`config.mk`:
```
export PLATFORM = sky130hd
export DESIGN_NAME = gdt_dist
export DESIGN_NICKNAME = d
export VERILOG_FILES = /design/src/gdt_pkg.sv /design/src/gdt_dist.sv
export SDC_FILE = /design/constraint.sdc
export NUM_CORES = 2
export LEC_CHECK = 0
export ABC_AREA = 1
export CORE_MARGIN = 2
export CORE_UTILIZATION = 70
export CTS_CLUSTER_SIZE = 8
export DETAILED_ROUTE_END_ITERATION = 7
export DONT_BUFFER_PORTS = 1
export GPL_TIMING_DRIVEN = 1
export PLACE_DENSITY = 0.86
export SLEW_MARGIN = 20
export SYNTH_ARGS = -nofsm -noshare
export SYNTH_HDL_FRONTEND = slang
export SYNTH_SLANG_ARGS = --single-unit
```
`constraint.sdc`:
```
create_clock -name clk -period 12 [get_ports clk]
set_input_delay 3 -clock clk [delete_from_list [all_inputs] [get_ports clk]]
set_output_delay 3 -clock clk [all_outputs]
set_load 0.03 [all_outputs]
```
`src/gdt_pkg.sv`:
```
`timescale 1ns / 1ps
`default_nettype none
// ----------------------------------------------------------------------------
// gdt_pkg - shared types and constants of the distance thinning core
// Field widths, register reset values, register indexes and the status
// record passed from the distance unit to the sequencer.
// ----------------------------------------------------------------------------
package gdt_pkg;

	// default sizing of the kept set and of the coordinates
	localparam int MAX_SET_DEF    = 32;
	localparam int COORD_BITS_DEF = 24;

	// fixed field widths
	localparam int DIST_W = 52;
	localparam int KEEP_W = 6;
	localparam int TAG_W  = 16;

	// axis magnitudes at or above 2^FAR_BITS never reject
	localparam int FAR_BITS = 26;
	// magnitude width at the widest allowed coordinate
	localparam int EXT_W    = 33;
	localparam int SQ_W     = 2 * FAR_BITS;
	localparam int SUM_W    = SQ_W + 2;

	// register reset values: 0.2 m spacing squared, twenty positions
	localparam logic [DIST_W-1:0] MIN_DIST_SQ_RST = DIST_W'(41943);
	localparam logic [KEEP_W-1:0] MAX_KEPT_RST    = KEEP_W'(20);

	// configuration register indexes
	typedef enum logic [1:0] {
		CFG_MIN_DIST_SQ = 2'd0,
		CFG_MAX_KEPT    = 2'd1
	} cfg_idx_t;

	// one compare result from the distance unit
	typedef struct packed {
		logic valid;
		logic hit;
	} dist_res_t;

endpackage

`default_nettype wire

```
`src/gdt_dist.sv`:
```
`timescale 1ns / 1ps
`default_nettype none
// ----------------------------------------------------------------------------
// gdt_dist - pipelined squared distance compare
// Takes one kept entry per cycle against the candidate and reports whether
// the squared distance lies strictly below the threshold.
// ----------------------------------------------------------------------------
module gdt_dist #(
	parameter int COORD_BITS = gdt_pkg::COORD_BITS_DEF,
	localparam int POS_W = 3 * COORD_BITS
) (
	input  wire logic                        clk,
	input  wire logic                        arst_n,
	input  wire logic                        in_valid,
	input  wire logic [POS_W-1:0]            entry,
	input  wire logic [POS_W-1:0]            cand,
	input  wire logic [gdt_pkg::DIST_W-1:0]  min_dist_sq,
	output      gdt_pkg::dist_res_t          res
);

	localparam int MAG_W = COORD_BITS + 1;
	localparam int EW    = gdt_pkg::EXT_W;
	localparam int FB    = gdt_pkg::FAR_BITS;

	logic [FB-1:0]               op_s1 [3];
	logic                        far_s1;
	logic                        vld_s1;
	logic [gdt_pkg::SQ_W-1:0]    sq_s2 [3];
	logic                        far_s2;
	logic                        vld_s2;
	logic                        hit_s3;
	logic                        vld_s3;

	logic [FB-1:0]               op_c  [3];
	logic [2:0]                  far_c;
	logic [gdt_pkg::SUM_W-1:0]   sum_c;

	// axis differences, magnitudes and far detection
	always_comb begin
		logic signed [MAG_W-1:0] d;
		logic [MAG_W-1:0]        m;
		logic [EW-1:0]           ext;
		for (int a = 0; a < 3; a++) begin
			d = $signed({entry[a*COORD_BITS+COORD_BITS-1],
				entry[a*COORD_BITS +: COORD_BITS]})
				- $signed({cand[a*COORD_BITS+COORD_BITS-1],
				cand[a*COORD_BITS +: COORD_BITS]});
			m = d[MAG_W-1] ? MAG_W'(-d) : MAG_W'(d);
			ext = EW'(m);
			far_c[a] = |ext[EW-1:FB];
			op_c[a] = ext[FB-1:0];
		end
	end

	// sum of squares
	assign sum_c = gdt_pkg::SUM_W'(sq_s2[0]) + gdt_pkg::SUM_W'(sq_s2[1])
		+ gdt_pkg::SUM_W'(sq_s2[2]);

	// valid pipeline
	always_ff @(posedge clk or negedge arst_n) begin
		if (!arst_n) begin
			vld_s1 <= 1'b0;
			vld_s2 <= 1'b0;
			vld_s3 <= 1'b0;
		end else begin
			vld_s1 <= in_valid;
			vld_s2 <= vld_s1;
			vld_s3 <= vld_s2;
		end
	end

	// data pipeline: magnitudes, squares, compare
	always_ff @(posedge clk) begin
		for (int a = 0; a < 3; a++) begin
			op_s1[a] <= op_c[a];
			sq_s2[a] <= op_s1[a] * op_s1[a];
		end
		far_s1 <= |far_c;
		far_s2 <= far_s1;
		hit_s3 <= !far_s2 && (sum_c < gdt_pkg::SUM_W'(min_dist_sq));
	end

	assign res.valid = vld_s3;
	assign res.hit   = hit_s3;

endmodule

`default_nettype wire

```
==> summary.txt <==
Post-synth EDFFs: 0
Grt ovf: 0
Worst endpoint data arrival time: 8.04 ns
Actual slew at the worst max-slew pin: 1.198 ns
CTS Hold Bufs: 0
Via count: 60660
Fin. Hold Viols: 0
Finish-stage setup viols: 0
Required @ worst endpoint: 12.52 ns
Area of the core: 106800 µm²
DIE WIDTH: 331.6 µm
Crit end category: flip-flop
Yosys reg bits: 232
Post-CTS Resized: 0
Area share of the largest cell type after synthesis: 38.81%
First DRT Iteration DRCs: 5127
Post-synth top area cell: fa_1
Pins Over Slew Limit: 0
FMAX: 0.1329 GHz
Most frequent cells after synthesis: inv_1 (3037), nand2_1 (1972), fa_1 (1456)
Synth unique cells: 56
Crit path kind: reg -> reg
Post-Syn Area: 75100 µm²
Synth area leaders: fa_1 (39%), inv_1 (15%), ha_1 (14%)
Total length of routed wires: 193.1 mm
Post-CTS Setup Inserts: 0
Crit path launch type: flip-flop
CP Max Fanout: 26
HPWL after DPL: 164.7 mm
Yosys warning count: 0
Setup WS pre-CTS: 4.548 ns
CP max stage delay: 1.11 ns
Setup slack on the worst flop-to-flop path: 4.47 ns
Total CTS buffers: 37
Initial Util: 70.35%
Pre-antenna DRT Iters: 6
Asr flop ratio synth: 1.293%
Avg Cell Area, Syn: 7.754 µm²
I/O pins: 201
Min cycle time layout: 7.527 ns
Chip Height: 331.6 µm
Sequential area share after synthesis: 6.204%
Largest net degree at the start of global routing: 29
Cell with the largest stage delay on the worst path: dfxtp_1
Crit-path most repeated cell: fa_1
Fin worst setup slack: 4.473 ns
CTS H-tree lvls: 2
Post-route ant nets: 0
Worst skew pair latency: 0.59 ns
Status: finished, final reports clean
Filler instances: 8063
Final TNS setup: 0 ns
Antenna violations before repair: 3
Drt drc: 0
Reg clk slew, reported paths: 0.06 ns
Max Cap Viol: 0
Die footprint: 109900 µm²
Total Routing Usage GR: 36.39%
Setup Skew: 0.03671 ns
Layout cell share with drive strength beyond 1: 2.506%
Routed WL per cell: 17.58 µm
Antenna cell count: 0
Syn Inst Count: 9686
Worst Hold Class: reg -> reg
Final critical-path share of the clock period: 62.72%
Cell row count: 120
Routability cong.: 1.029
Clock Path Buffers: 3
CTS tree: yes
Top FF cell, synth: dfxtp_1
Post-layout nets: 12060
Root Buffer: clkbuf_16
Worst-path cell chain: nand2_1 -> inv_1 -> fa_1 -> fa_1 -> inv_1 -> fa_1 -> fa_1 -> inv_1 -> fa_1 -> fa_1 -> inv_1 -> fa_1 -> inv_1 -> ha_1 -> nand2_1 -> nor2_1 -> inv_1 -> nor4_1 -> nand3b_1 -> nand3_1 -> nand3_1 -> nand3_1 -> xor2_1
Vias per std cell: 5.525
Vias in the first global route: 65280
Slew headroom: 20.05%
Port bufs: 0
Sink Count: 232
P&R area growth vs syn: 3.255%
Global-route wire length before repair: 320.6 mm
RSZ-0062 raised after global routing: no
Count leader, synth: inv_1
-- sequential cells by signal, summed over array words and instances (netlist names) --
register  cells
hit_s3        1
op_s1        75
sq_s2       153
vld_s1        1
vld_s2        1
vld_s3        1
-- worst paths after layout --
| check | from | depth (start not counted) | endpoint |
|---|---|---|---|
| setup / recovery | op_s1[0][28] | 23 | sq_s2[0][100] |
| hold / removal | vld_s2 | 0 | vld_s3 |
| setup reg to reg | op_s1[0][28] | 23 | sq_s2[0][100] |
| hold reg to reg | vld_s2 | 0 | vld_s3 |
| max in group asynchronous | arst_n | 0 | vld_s1 |
| min in group asynchronous | arst_n | 0 | vld_s2 |
-- area by class of cell --
| class | count | area [µm²] | area share (%) |
|---|---|---|---|
| clock buffer | 44 | 993.5 | 1.281 |
| clock inverter | 5 | 90.09 | 0.1162 |
| inverter | 3056 | 11470 | 14.79 |
| multi-input combinational | 6179 | 58110 | 74.93 |
| sequential | 232 | 4674 | 6.028 |
| tap | 1403 | 1755 | 2.264 |
| timing repair buffer | 61 | 457.9 | 0.5905 |
-- cells by family (layout without fill, tap and decap cells) --
kind of cell	Yosys count	in the layout	share of synthesized area (%)
AND/OR/NAND/NOR	2859	2859	15.51
other	2	3	0.01000
flip-flops	232	232	6.204
adder cells (fa/ha/maj)	2289	2289	52.69
AO/OA/AOI/OAI	722	722	5.538
buffers and inverters	3276	3166	16.43
XOR/XNOR	306	306	3.613
-- worst max-delay path, delay by kind of cell (launching register included) --
family / cells / cell delay, ns
adders and majority gates: 8 / 3.79
and+or+nand+nor: 8 / 1.93
DFF: 1 / 1.11
buffers and inverters: 6 / 0.48
xor gates and xnor gates: 1 / 0.14
-- per-stage QoR --
stage	instances	hold WS, ns	util (%)	area (µm²)
final	10980	0.3543	72.64	77550
after global routing	10980	0.3632	72.64	77550
after floorplan	9687	0.3290	-	75110
after detailed placement	10930	0.3378	71.62	76450
after CTS	10980	0.3597	72.63	77540
after global placement	10930	0.3427	71.61	76450
-- cells in the final DEF (no fill, tap or decap), types with 8 or more instances in the layout --
cell type  instances
o21ai_1           14
nand4_1           77
nor4_1            16
a21oi_2            8
fa_1            1456
inv_1           3037
xnor2_1           98
a31o_2             8
nand3_1          215
dfxtp_1          217
nand2_2           31
o21ai_0          163
or2_2             12
a21boi_0          11
nand2_1         1972
inv_2             17
buf_4             61
dfxtp_2           12
nor3_1            45
o21a_1            15
nor2_2            19
ha_1             833
a21oi_1          321
a31oi_1           50
and3_1             8
clkbuf_16         38
nand3b_1          17
o21bai_1          54
xor2_1           205
nor2_1           429
a21o_1            44
-- routing by layer --
metal  global-route usage, %  share of wire, %
met1                   47.09                39
met2                   60.27                47
met3                   5.612               8.9
met4                   17.36               5.3
met5                       0            0.0067
Power is not shown: default switching activity piles up to over one toggle a cycle in this logic, so the estimate is an artifact.
