**src/gdt_ram.sv**
```systemverilog
`timescale 1ns / 1ps
`default_nettype none
// ----------------------------------------------------------------------------
// gdt_ram - generic single write, single read RAM
// One write port and one read port, read data registered.
// ----------------------------------------------------------------------------
module gdt_ram #(
	parameter int WIDTH = 8,
	parameter int DEPTH = 32,
	localparam int ADDR_W = (DEPTH > 1) ? $clog2(DEPTH) : 1
) (
	input  wire logic              clk,
	input  wire logic              wr_en,
	input  wire logic [ADDR_W-1:0] wr_addr,
	input  wire logic [WIDTH-1:0]  wr_data,
	input  wire logic              rd_en,
	input  wire logic [ADDR_W-1:0] rd_addr,
	output      logic [WIDTH-1:0]  rd_data
);

	logic [WIDTH-1:0] mem_q [DEPTH];

	// write port
	always_ff @(posedge clk) begin
		if (wr_en) begin
			mem_q[wr_addr] <= wr_data;
		end
	end

	// registered read port
	always_ff @(posedge clk) begin
		if (rd_en) begin
			rd_data <= mem_q[rd_addr];
		end
	end

endmodule

`default_nettype wire

```
**config.mk**
```make
export PLATFORM = sky130hd
export DESIGN_NAME = gdt_ram
export DESIGN_NICKNAME = d
export VERILOG_FILES = /design/src/gdt_ram.sv
export SDC_FILE = /design/constraint.sdc
export NUM_CORES = 1
export LEC_CHECK = 0
export BUFFER_PORTS_ARGS = -buffer_cell sky130_fd_sc_hd__buf_2
export CORE_AREA = 2 2 163 165
export CTS_CLUSTER_DIAMETER = 40
export DETAILED_ROUTE_END_ITERATION = 12
export DIE_AREA = 0 0 165 167
export PLACE_DENSITY = 0.59
export SYNTH_ARGS = -nofsm -noshare
export SYNTH_HDL_FRONTEND = slang
export SYNTH_SLANG_ARGS = --single-unit
export TNS_END_PERCENT = 30
```
**constraint.sdc**
```tcl
create_clock -name clk -period 3.2 [get_ports clk]
set_input_delay 0.64 -clock clk [delete_from_list [all_inputs] [get_ports clk]]
set_output_delay 0.64 -clock clk [all_outputs]
set_load 0.05 [all_outputs]
```
==> reports/results.tsv, run 1 <==
stage	metric	value	unit
run_status	status	finished, final reports clean	
clock_tree	CTS sink count	264	
setup_path	Top Family by Delay on Critical Path	multiplexers	
cells_and_area	Area Overhead vs Synth	17.4	%
logic_synthesis	YS warnings	0	
grt	largest net degree at the start of global routing	33	
placed_design	DP HPWL	14000	um
timing	RSZ-0062 raised after global routing	no	
routing	Vias/cell	5.50	
cells_and_area	post-route cell area	11900	um^2
grt	total grt overflow	0	
logic_synthesis	Synth Cell Area	10100	um^2
setup_path	peak per-stage delay on the critical path	570	ps
logic_synthesis	Seq/Total Area, Yosys	0.782	
placed_design	placed insts	785	
grt	first-pass GRT wire length	32100	um
timing	period utilization	0.716	
die	site row count	59	
clock_tree	worst skew pair latency	570	ps
logic_synthesis	top post-synthesis cells by area	edfxtp_1 78%, mux4_2 18%, nor2_1 1.2%	
setup_path	WS Path Type	in2reg	
die	Die Y	167	um
timing	Slew @ Worst Pin	861	ps
clock_tree	setup bufs post-CTS	0	
setup_path	crit-path cells	buf_4 > buf_4 > mux4_2 > mux4_2 > mux2_2	
timing	Tmin final	2290	ps
cells_and_area	register area	7930	um^2
clock_tree	hold_buf cts	0	
routing	Pre-antenna DRT Iters	4	
die	Die X	165	um
clock_tree	Longest Clk Path Bufs	3	
setup_path	Bufs and invs on worst path	2	
grt	initial antenna violation count	0	
grt	GRT Total Usage	0.162	
routing	Remaining DRCs	0	
setup_path	crit end category	register	
setup_path	critical path arrival	2590	ps
worst_hold_path	HP Class	in2reg	
timing	Setup TNS	0	ps
timing	FMAX	0.436	GHz
clock_tree	H-tree lvl count	1	
cells_and_area	multi-input logic area	2100	um^2
logic_synthesis	Mapped Nets	438	
setup_path	CP max-delay cell	mux4_2	
clock_tree	clk root buf	clkbuf_16	
logic_synthesis	Mapped Cells	417	
clock_tree	CTS tree	built	
timing	clock skew	14.0	ps
routing	wire per inst	25.5	um
cells_and_area	# diodes	0	
routing	initial DRC count	500	
timing	Final Hold Vio Count	0	
setup_path	CP startpoint kind	input port	
cells_and_area	fin cells	842	
placed_design	placed cell areas	10800	um^2
clock_tree	post-cts sizing count	0	
pwr	pwr dens	658	nW/um^2
die	io pins	29	
timing	worst slew margin relative to its limit	0.424	
routing	vias post-DR	4635	
cells_and_area	Fill cells	2046	
logic_synthesis	synth unique cells	14	
job	max_cap viols	0	
routing	antenna viol nets, final	0	
die	initial core utilization	0.393	
placed_design	Port Buffers	28	
placed_design	RD Place Congestion	0.745	
logic_synthesis	Synth Area per Inst	24.3	um^2
logic_synthesis	#FFs+latches synth	264	
routing	DRT Wirelength	21400	um
clock_tree	CTS Buf Count	31	
setup_path	Critical Path RT	3500	ps
pwr	Lkg Pwr	3.74	nW
die	Core Region	25800	um^2
die	DIE AREA	27600	um^2
logic_synthesis	Synth area leader	edfxtp_1	
timing	Final Slew Violations	0	
cells_and_area	fin nets	504	
cells_and_area	share of layout cells above drive strength 1	0.381	
setup_path	Max FO, Critical Path	15	
logic_synthesis	Synth top area share	0.782	
clock_tree	Clock Pin Slew Worst Setup and Hold Paths	60	ps
timing	final setup fails	0	
pwr	Max IR drop VDD	0.471	mV
grt	number of global-route vias before repair	4747	
layer usage:
metal / track usage / vias up / part of all wire / wire length, um
met5: 0 / - / 0 / 0
met4: 0.0412 / 0 / 0.018 / 396
met3: 0.0284 / 30 / 0.068 / 1470
met2: 0.239 / 184 / 0.46 / 9840
met1: 0.251 / 2497 / 0.45 / 9730
li1: - / 1924 / - / -
logic make-up (layout without fill, tap and decap cells):
kind of cell / after synthesis / in the layout / synth area share
muxes: 88 / 88 / 0.187
DFF: 264 / 264 / 0.782
buffers and inverters: 20 / 110 / 0.0105
and+or+nand+nor: 45 / 45 / 0.0205
worst paths after layout:
| path | start | end | slack (ps) | cells after the start |
|---|---|---|---|---|
| worst max-delay path | rd_addr[0] | rd_data[6] | 910 | 5 |
| worst min-delay path | rd_en | rd_data[2] | 460 | 1 |
| worst max register to register | mem_q[5][6] | rd_data[6] | 1220 | 3 |
| worst min register to register | mem_q[26][0] | rd_data[0] | 980 | 3 |
stage by stage:
stage	power [mW]	worst slack, ps	hold WS [ps]	util
after floorplan	4.18	618	739	-
after global placement	4.35	300	953	0.421
after detailed placement	4.36	293	965	0.421
after CTS	7.90	866	438	0.462
after global routing	8.06	816	453	0.462
final	7.83	909	463	0.462
Yosys cell counts (all sizes together):
cell,count
buf,14
or3,1
mux4,80
nand2,1
nor2,33
edfxtp,264
nand3,2
nand3b,5
clkbuf,6
or3b,3
mux2,8
report_power, final:
| part | total, mW | internal [mW] | switching, mW |
|---|---|---|---|
| Clock | 3.55 | 2.19 | 1.36 |
| Combinational | 0.401 | 0.163 | 0.238 |
| Sequential | 3.88 | 3.86 | 0.0179 |
| Total | 7.83 | 6.22 | 1.61 |
area by class of cell:
type / count / area share
repair buffers: 53 / 0.0330
clock buffers: 36 / 0.0668
flip-flops and latches: 264 / 0.666
clock inverters: 21 / 0.0220
well taps: 335 / 0.0352
multi-input cells: 133 / 0.177
state kept, by name (all words and copies together), names as in the netlist:
signal	cells
mem_q	256
rd_data	8
cells in the final DEF (no fill, tap or decap):
cell type / instances
inv_16: 1
or3b_2: 3
buf_2: 27
clkbuf_16: 31
clkinv_4: 1
mux2_2: 8
clkinv_2: 5
nor2_1: 33
nand3_1: 2
clkinv_1: 3
bufinv_16: 5
buf_12: 5
buf_4: 21
clkbuf_1: 5
edfxtp_1: 264
clkinvlp_4: 5
inv_6: 1
or3_1: 1
nand3b_1: 5
nand2_1: 1
mux4_2: 80
No activity file was read; power rests on OpenSTA's default activity.
==> run 2, diff against run 1 <==
--- a/config.mk
+++ b/config.mk
@@ -10,7 +10,7 @@
 export CTS_CLUSTER_DIAMETER = 40
 export DETAILED_ROUTE_END_ITERATION = 12
 export DIE_AREA = 0 0 165 167
-export PLACE_DENSITY = 0.59
+export PLACE_DENSITY = 0.61
 export SYNTH_ARGS = -nofsm -noshare
 export SYNTH_HDL_FRONTEND = slang
 export SYNTH_SLANG_ARGS = --single-unit
==> constraint.sdc (replaced) <==
create_clock -name clk -period 1.9 [get_ports clk]
set_input_delay 0.38 -clock clk [delete_from_list [all_inputs] [get_ports clk]]
set_output_delay 0.38 -clock clk [all_outputs]
set_load 0.05 [all_outputs]
==> run 2 against run 1 <==
Against the previous run:
- the run now ends with setup timing left
- die area did not move
- sequential share of layout area fell by 1.8 points
- critical path type is now reg2reg
- utilization rose by 1.3 points
- sequential power rose by 68%
- highest routed layer unchanged
- power rose by 76%
- largest cell class unchanged
- first-iteration DRC count fell by 1.6%
==> reports/results.tsv, run 2 (synthesis results as in run 1) <==
stage	metric	value	unit	change
run_status	status	complete, but fails checks		
run_status	violated checks	setup timing		
clock_tree	CTS tree	built		
placed_design	RD Place Congestion	0.757		+1.6%
clock_tree	Longest Clk Path Bufs	3		unchanged
grt	initial antenna violation count	0		unchanged
routing	wire per inst	24.5	um	-3.6%
timing	RSZ-0062 raised after global routing	yes		
pwr	Max IR drop VDD	0.702	mV	+49%
setup_path	CP startpoint kind	register		
cells_and_area	fin nets	529		+5.0%
setup_path	crit end category	register		
pwr	P_int	11.0	mW	+77%
routing	antenna viol nets, final	0		unchanged
routing	Vias/cell	5.32		-3.4%
pwr	Gate power share	0.051		about the same
pwr	pwr dens	1130	nW/um^2	+71%
setup_path	cell mode on critical path	mux4_2		
clock_tree	CTS Buf Count	34		+9.7%
clock_tree	worst skew pair latency	500	ps	-70 ps
pwr	share of power burned in registers	0.474		-0.022
cells_and_area	Fill cells	2068		+1.1%
timing	clock skew	9.12	ps	-4.87 ps
clock_tree	hold_buf cts	0		unchanged
die	DIE AREA	27600	um^2	unchanged
pwr	part of the power in the clock network	0.474		+0.021
setup_path	peak per-stage delay on the critical path	560	ps	about the same
setup_path	Max FO, Critical Path	1		-14
cells_and_area	max FFs per register	256		unchanged
setup_path	R2R cell count	3		unchanged
die	Die X	165	um	unchanged
cells_and_area	share of layout cells above drive strength 1	0.409		+0.0280
pwr	Pwr Total	13.8	mW	+76%
placed_design	Port Buffers	28		unchanged
routing	Pre-antenna DRT Iters	4		unchanged
grt	number of global-route vias before repair	4834		+1.8%
timing	Tmin final	1980	ps	
timing	worst slew margin relative to its limit	0.561		+0.137
timing	period utilization	1.04		
clock_tree	CTS sink count	264		unchanged
setup_path	worst reg2reg setup slack	-80	ps	-1300 ps
setup_path	crit-path cells	mux4_2 > mux4_2 > mux2_4		
cells_and_area	commonest non-fill, non-tap cells in the layout	264 x edfxtp_1, 80 x mux4_2, 39 x buf_4		
cells_and_area	Reg with most FFs	mem_q		
placed_design	DP HPWL	13400	um	-4.1%
timing	Slew @ Worst Pin	658	ps	-202 ps
cells_and_area	# diodes	0		unchanged
job	max_cap viols	0		unchanged
pwr	Sw Ratio	0.199		-0.00680
die	Core Region	25800	um^2	unchanged
grt	largest net degree at the start of global routing	33		unchanged
worst_hold_path	WHS Path Cells	1		unchanged
clock_tree	clk root buf	clkbuf_16		
cells_and_area	most common cell after layout, fill and taps aside	edfxtp_1		
setup_path	FF-to-FF End	rd_data[5]		
clock_tree	Clock Pin Slew Worst Setup and Hold Paths	60	ps	about the same
routing	vias post-DR	4605		-0.65%
cells_and_area	Top Registers	mem_q (256), rd_data (8)		
timing	Final Slew Violations	0		unchanged
pwr	Net Sw Power	2.74	mW	+70%
setup_path	CP max-delay cell	mux4_2		
timing	final setup margin	-79.5	ps	-988 ps
routing	initial DRC count	492		-1.6%
timing	Setup TNS	-309	ps	-309 ps
worst_hold_path	HP Class	in2reg		
setup_path	WS Path Type	reg2reg		
grt	total grt overflow	0		unchanged
timing	FMAX	0.505	GHz	
timing	final setup fails	8		+8
worst_hold_path	hold worst-path end	rd_data[2]		
grt	GRT Total Usage	0.160		-0.00166
die	Die Y	167	um	unchanged
worst_hold_path	min-delay src	rd_en		
die	site row count	59		unchanged
die	initial core utilization	0.393		unchanged
setup_path	Critical Path RT	2150	ps	-1350 ps
pwr	Lkg Pwr	3.97	nW	+5.9%
clock_tree	H-tree lvl count	2		+1
routing	DRT Wirelength	21200	um	-0.89%
setup_path	R2R Path Start	mem_q[31][5]		
die	io pins	29		unchanged
cells_and_area	Area Overhead vs Synth	20.7	%	
clock_tree	setup bufs post-CTS	0		unchanged
timing	Final Hold Vio Count	0		unchanged
grt	first-pass GRT wire length	31800	um	-1.1%
setup_path	critical path arrival	2230	ps	-360 ps
routing	Remaining DRCs	0		unchanged
run 2: layout make-up:
class / instances / area (um^2) / share of cell area
clock buffer: 41 / 941 / 0.0769
multi-input combinational: 133 / 2120 / 0.173
clock inverter: 18 / 228 / 0.0186
tap: 335 / 419 / 0.0343
timing repair buffer: 75 / 599 / 0.0490
sequential: 264 / 7930 / 0.648
run 2: worst max-delay path by stage:
stage	from	to	slack, ps
6_report	mem_q[31][5]	rd_data[5]	-80
3_3_place_gp	rd_addr[0]	rd_data[5]	-570
5_1_grt	mem_q[31][5]	rd_data[5]	-80
4_1_cts	mem_q[31][5]	rd_data[5]	-80
3_5_place_dp	rd_addr[0]	rd_data[5]	-570
2_1_floorplan	rd_addr[0]	rd_data[0]	-220
run 2: power groups by stage:
stage | clock [mW] | sequential (mW) | combinational, mW
after global routing | 6.90 | 6.53 | 0.754
after detailed placement | 0 | 6.65 | 0.704
after floorplan | 0 | 6.70 | 0.373
final | 6.53 | 6.53 | 0.709
after global placement | 0 | 6.65 | 0.688
after CTS | 6.65 | 6.53 | 0.716
run 2: critical path: cells and delay by family, from the launching register on:
family / cells / cell delay (ps)
mux: 3 / 1370
flops: 1 / 360
run 2: layer usage:
layer  routed length [um]  global-route usage
met5                    0                   0
met4                  420              0.0454
met3                 1800              0.0426
met2                 9860               0.238
met1                 9170               0.235
run 2: timing repair:
item	in CTS	in global routing
hold endpoints to repair	0	0
resized for setup	6	0
setup endpoints to repair	8	8
run 2: through the flow:
step                      std cells  utilization  setup slack [ps]  hold slack, ps  cell area, um^2
after floorplan                 417            -              -216             479            10200
after global placement          807        0.429              -568             758            11000
after detailed placement        807        0.429              -574             759            11000
after CTS                       866        0.475             -77.7             233            12200
after global routing            866        0.475             -83.0             239            12200
final                           866        0.475             -79.5             255            12200
==> run 3, diff against run 2 <==
--- a/config.mk
+++ b/config.mk
@@ -5,12 +5,14 @@
 export SDC_FILE = /design/constraint.sdc
 export NUM_CORES = 1
 export LEC_CHECK = 0
+export ABC_AREA = 1
 export BUFFER_PORTS_ARGS = -buffer_cell sky130_fd_sc_hd__buf_2
-export CORE_AREA = 2 2 163 165
+export CORE_AREA = 2 2 168 170
 export CTS_CLUSTER_DIAMETER = 40
 export DETAILED_ROUTE_END_ITERATION = 12
-export DIE_AREA = 0 0 165 167
+export DIE_AREA = 0 0 170 172
 export PLACE_DENSITY = 0.61
+export RECOVER_POWER = 50
 export SYNTH_ARGS = -nofsm -noshare
 export SYNTH_HDL_FRONTEND = slang
 export SYNTH_SLANG_ARGS = --single-unit
==> run 3 against run 2 <==
Against the previous run:
- fmax is 19% higher
- hold slack better by 80 ps
- flip-flop and latch count did not move
- the flow finishes with violations (capacitance limit, slew limit)
- final area increased by 3.4%
- worst setup slack better by 320 ps
- synthesized cell count is 120% higher
- clock power fell by 5.4%
- critical path type is now in2reg
- area after synthesis up 7.2%
==> reports/results.tsv, run 3 <==
stage	metric	value	unit	change
setup_path	CP startpoint kind	input port		
die	Die Y	172	um	+3.0%
clock_tree	H-tree lvl count	2		unchanged
cells_and_area	Reg with most FFs	mem_q		
timing	RSZ-0062 raised after global routing	no		
grt	GRT Total Usage	0.186		+0.0260
logic_synthesis	most frequent cell after synthesis	nand2_1		
clock_tree	CTS sink count	264		unchanged
logic_synthesis	Post-synth top flop	edfxtp_1		
setup_path	WS Path Type	in2reg		
cells_and_area	max FFs per register	256		unchanged
clock_tree	Longest Clk Path Bufs	3		unchanged
logic_synthesis	Seq/Total Area, Yosys	0.730		-0.0528
cells_and_area	# diodes	0		unchanged
cells_and_area	fin cells	1361		+57%
routing	Remaining DRCs	0		unchanged
setup_path	CP max-delay cell	clkbuf_1		
setup_path	Critical Path RT	1950	ps	-200 ps
timing	Final Hold Vio Count	0		unchanged
pwr	pwr dens	1070	nW/um^2	-4.8%
clock_tree	worst skew pair latency	520	ps	+20 ps
pwr	Lkg Pwr	4.73	nW	+19%
timing	FMAX	0.601	GHz	+19%
grt	initial antenna violation count	0		unchanged
logic_synthesis	#FFs+latches synth	264		unchanged
timing	period utilization	0.876		-0.166
clock_tree	post-cts sizing count	0		-6
routing	antenna viol nets, final	0		unchanged
job	max_cap viols	3		+3
routing	Pre-antenna DRT Iters	5		+1
setup_path	Bufs and invs on worst path	2		+2
logic_synthesis	Post-synth ARST share	0		unchanged
cells_and_area	fin nets	1011		+91%
run_status	status	complete, but fails checks		
clock_tree	setup bufs post-CTS	0		unchanged
logic_synthesis	Mapped Cells	922		+120%
timing	Final Slew Violations	99		+99
grt	number of global-route vias before repair	6949		+44%
setup_path	critical path arrival	1720	ps	-510 ps
logic_synthesis	YS warnings	0		unchanged
logic_synthesis	number of synthesized flops with an enable pin	264		unchanged
logic_synthesis	synth unique cells	11		-3
setup_path	worst reg2reg setup slack	570	ps	+650 ps
logic_synthesis	Synth area leader	edfxtp_1		
cells_and_area	Fill cells	2482		+20%
logic_synthesis	Synth Area in Simple Gates	0.229		+0.209
run_status	violated checks	capacitance limit, slew limit		
setup_path	peak per-stage delay on the critical path	1230	ps	+670 ps
logic_synthesis	Synth Cell Area	10900	um^2	+7.2%
logic_synthesis	mux cell area share after synthesis	0		-0.187
die	initial core utilization	0.395		+0.00216
logic_synthesis	Post-synth top cells	360 x nand2_1, 264 x edfxtp_1, 204 x nand3_1, 32 x nor2_1, 24 x buf_6		
die	Core Region	27500	um^2	+6.6%
cells_and_area	Area Overhead vs Synth	16.4	%	
timing	final setup fails	0		-8
routing	initial DRC count	650		+32%
logic_synthesis	Synth Area per Inst	11.8	um^2	-51%
logic_synthesis	top post-synthesis cells by area	edfxtp_1 73%, nand2_1 12%, nand3_1 9.4%		
worst_hold_path	HP Class	in2reg		
grt	total grt overflow	0		unchanged
logic_synthesis	adder-cell share of the synthesized area	0		unchanged
setup_path	Max FO, Critical Path	32		+31
cells_and_area	Top Registers	mem_q (256), rd_data (8)		
routing	Vias/cell	5.18		-2.6%
clock_tree	CTS Buf Count	35		+2.9%
logic_synthesis	Mapped Nets	943		+120%
placed_design	Port Buffers	28		unchanged
pwr	Pwr Total	13.6	mW	-1.6%
routing	vias post-DR	7047		+53%
timing	Tmin final	1660	ps	-316 ps
setup_path	crit end category	register		
placed_design	RD Place Congestion	0.825		+9.0%
cells_and_area	commonest non-fill, non-tap cells in the layout	360 x nand2_1, 264 x edfxtp_1, 204 x nand3_1		
routing	DRT Wirelength	26100	um	+23%
clock_tree	clk root buf	clkbuf_16		
clock_tree	Clock Pin Slew Worst Setup and Hold Paths	60	ps	about the same
die	DIE AREA	29200	um^2	+6.1%
logic_synthesis	Synth top area share	0.730		-0.0528
cells_and_area	share of layout cells above drive strength 1	0.124		-0.285
setup_path	Top Family by Delay on Critical Path	buffers and inverters		
clock_tree	hold_buf cts	0		unchanged
die	Die X	170	um	+3.0%
logic_synthesis	Compound-Gate Fraction of Synth Area	0		unchanged
cells_and_area	most common cell after layout, fill and taps aside	nand2_1		
placed_design	placed insts	1299		+61%
timing	clock skew	23.1	ps	+13.9 ps
grt	largest net degree at the start of global routing	117		+250%
timing	Slew @ Worst Pin	1730	ps	+1070 ps
grt	first-pass GRT wire length	40900	um	+29%
pwr	Max IR drop VDD	0.482	mV	-31%
routing	wire per inst	19.2	um	-22%
die	io pins	29		unchanged
timing	worst slew margin relative to its limit	-0.151		-0.712
die	site row count	61		+3.4%
setup_path	crit-path cells	buf_2 > clkbuf_1		
logic_synthesis	Post-Synth XOR/XNOR Area	0		unchanged
logic_synthesis	main combinational cell family by area after synthesis	simple AND/OR/NAND/NOR gates		
clock_tree	CTS tree	built		
placed_design	DP HPWL	15200	um	+14%
==> run 3: cell count changes after synthesis, moves of 5 or more <==
cell,before,now
inv_1,0,8
nand3_1,2,204
nand2_1,1,360
buf_6,1,24
nand3b_1,5,0
mux4_2,80,0
mux2_2,8,0
buf_2,1,15
==> run 3: cells by family after synthesis <==
logic type             Yosys count
flip-flops                     264
AND/OR/NAND/NOR                596
buffers and inverters           62
==> run 3: final cells by class <==
type | instances | area [um^2] | area share
clock buffers | 43 | 927 | 0.0733
multi-input cells | 596 | 2490 | 0.197
repair buffers | 83 | 649 | 0.0513
flip-flops and latches | 264 | 7930 | 0.627
inverters | 10 | 38.8 | 0.00307
well taps | 346 | 433 | 0.0342
clock inverters | 19 | 181 | 0.0143
==> run 3: power by group <==
part	internal (mW)	switching, mW
Combinational	0.224	0.614
Clock	3.78	2.40
Sequential	6.51	0.0269
==> run 3: through the flow <==
stage                     utilization  instance area [um^2]  worst slack (ps)  TNS [ps]  hold slack [ps]
after floorplan                     -                 10900               486         0              479
after global placement          0.422                 11600             -24.0     -32.1              776
after detailed placement        0.422                 11600             -36.4     -87.9              771
after CTS                       0.462                 12700               303         0              241
after global routing            0.460                 12600               145         0              373
final                           0.460                 12600               236         0              335
==> run 3: final timing paths <==
check,depth (start not counted),endpoint,startpoint
worst max-delay path,2,mem_q[21][5],wr_data[5]
worst max register to register,8,rd_data[3],mem_q[13][3]
worst min-delay path,3,rd_data[0],rd_addr[4]
worst min register to register,8,rd_data[2],mem_q[3][2]
==> run 3: metal layers <==
layer  track usage  wire [um]  vias to the layer above
met5             0          0                        -
met4        0.0565        408                        0
met3        0.0302       1570                       32
met2         0.299      12400                      248
met1         0.263      11700                     3420
li1              -          -                     3347
==> run 3: tightest hold or removal path, cell delays in order <==
cell and delay, ps:
buf_2 220, nand2_1 80, nand2_1 50
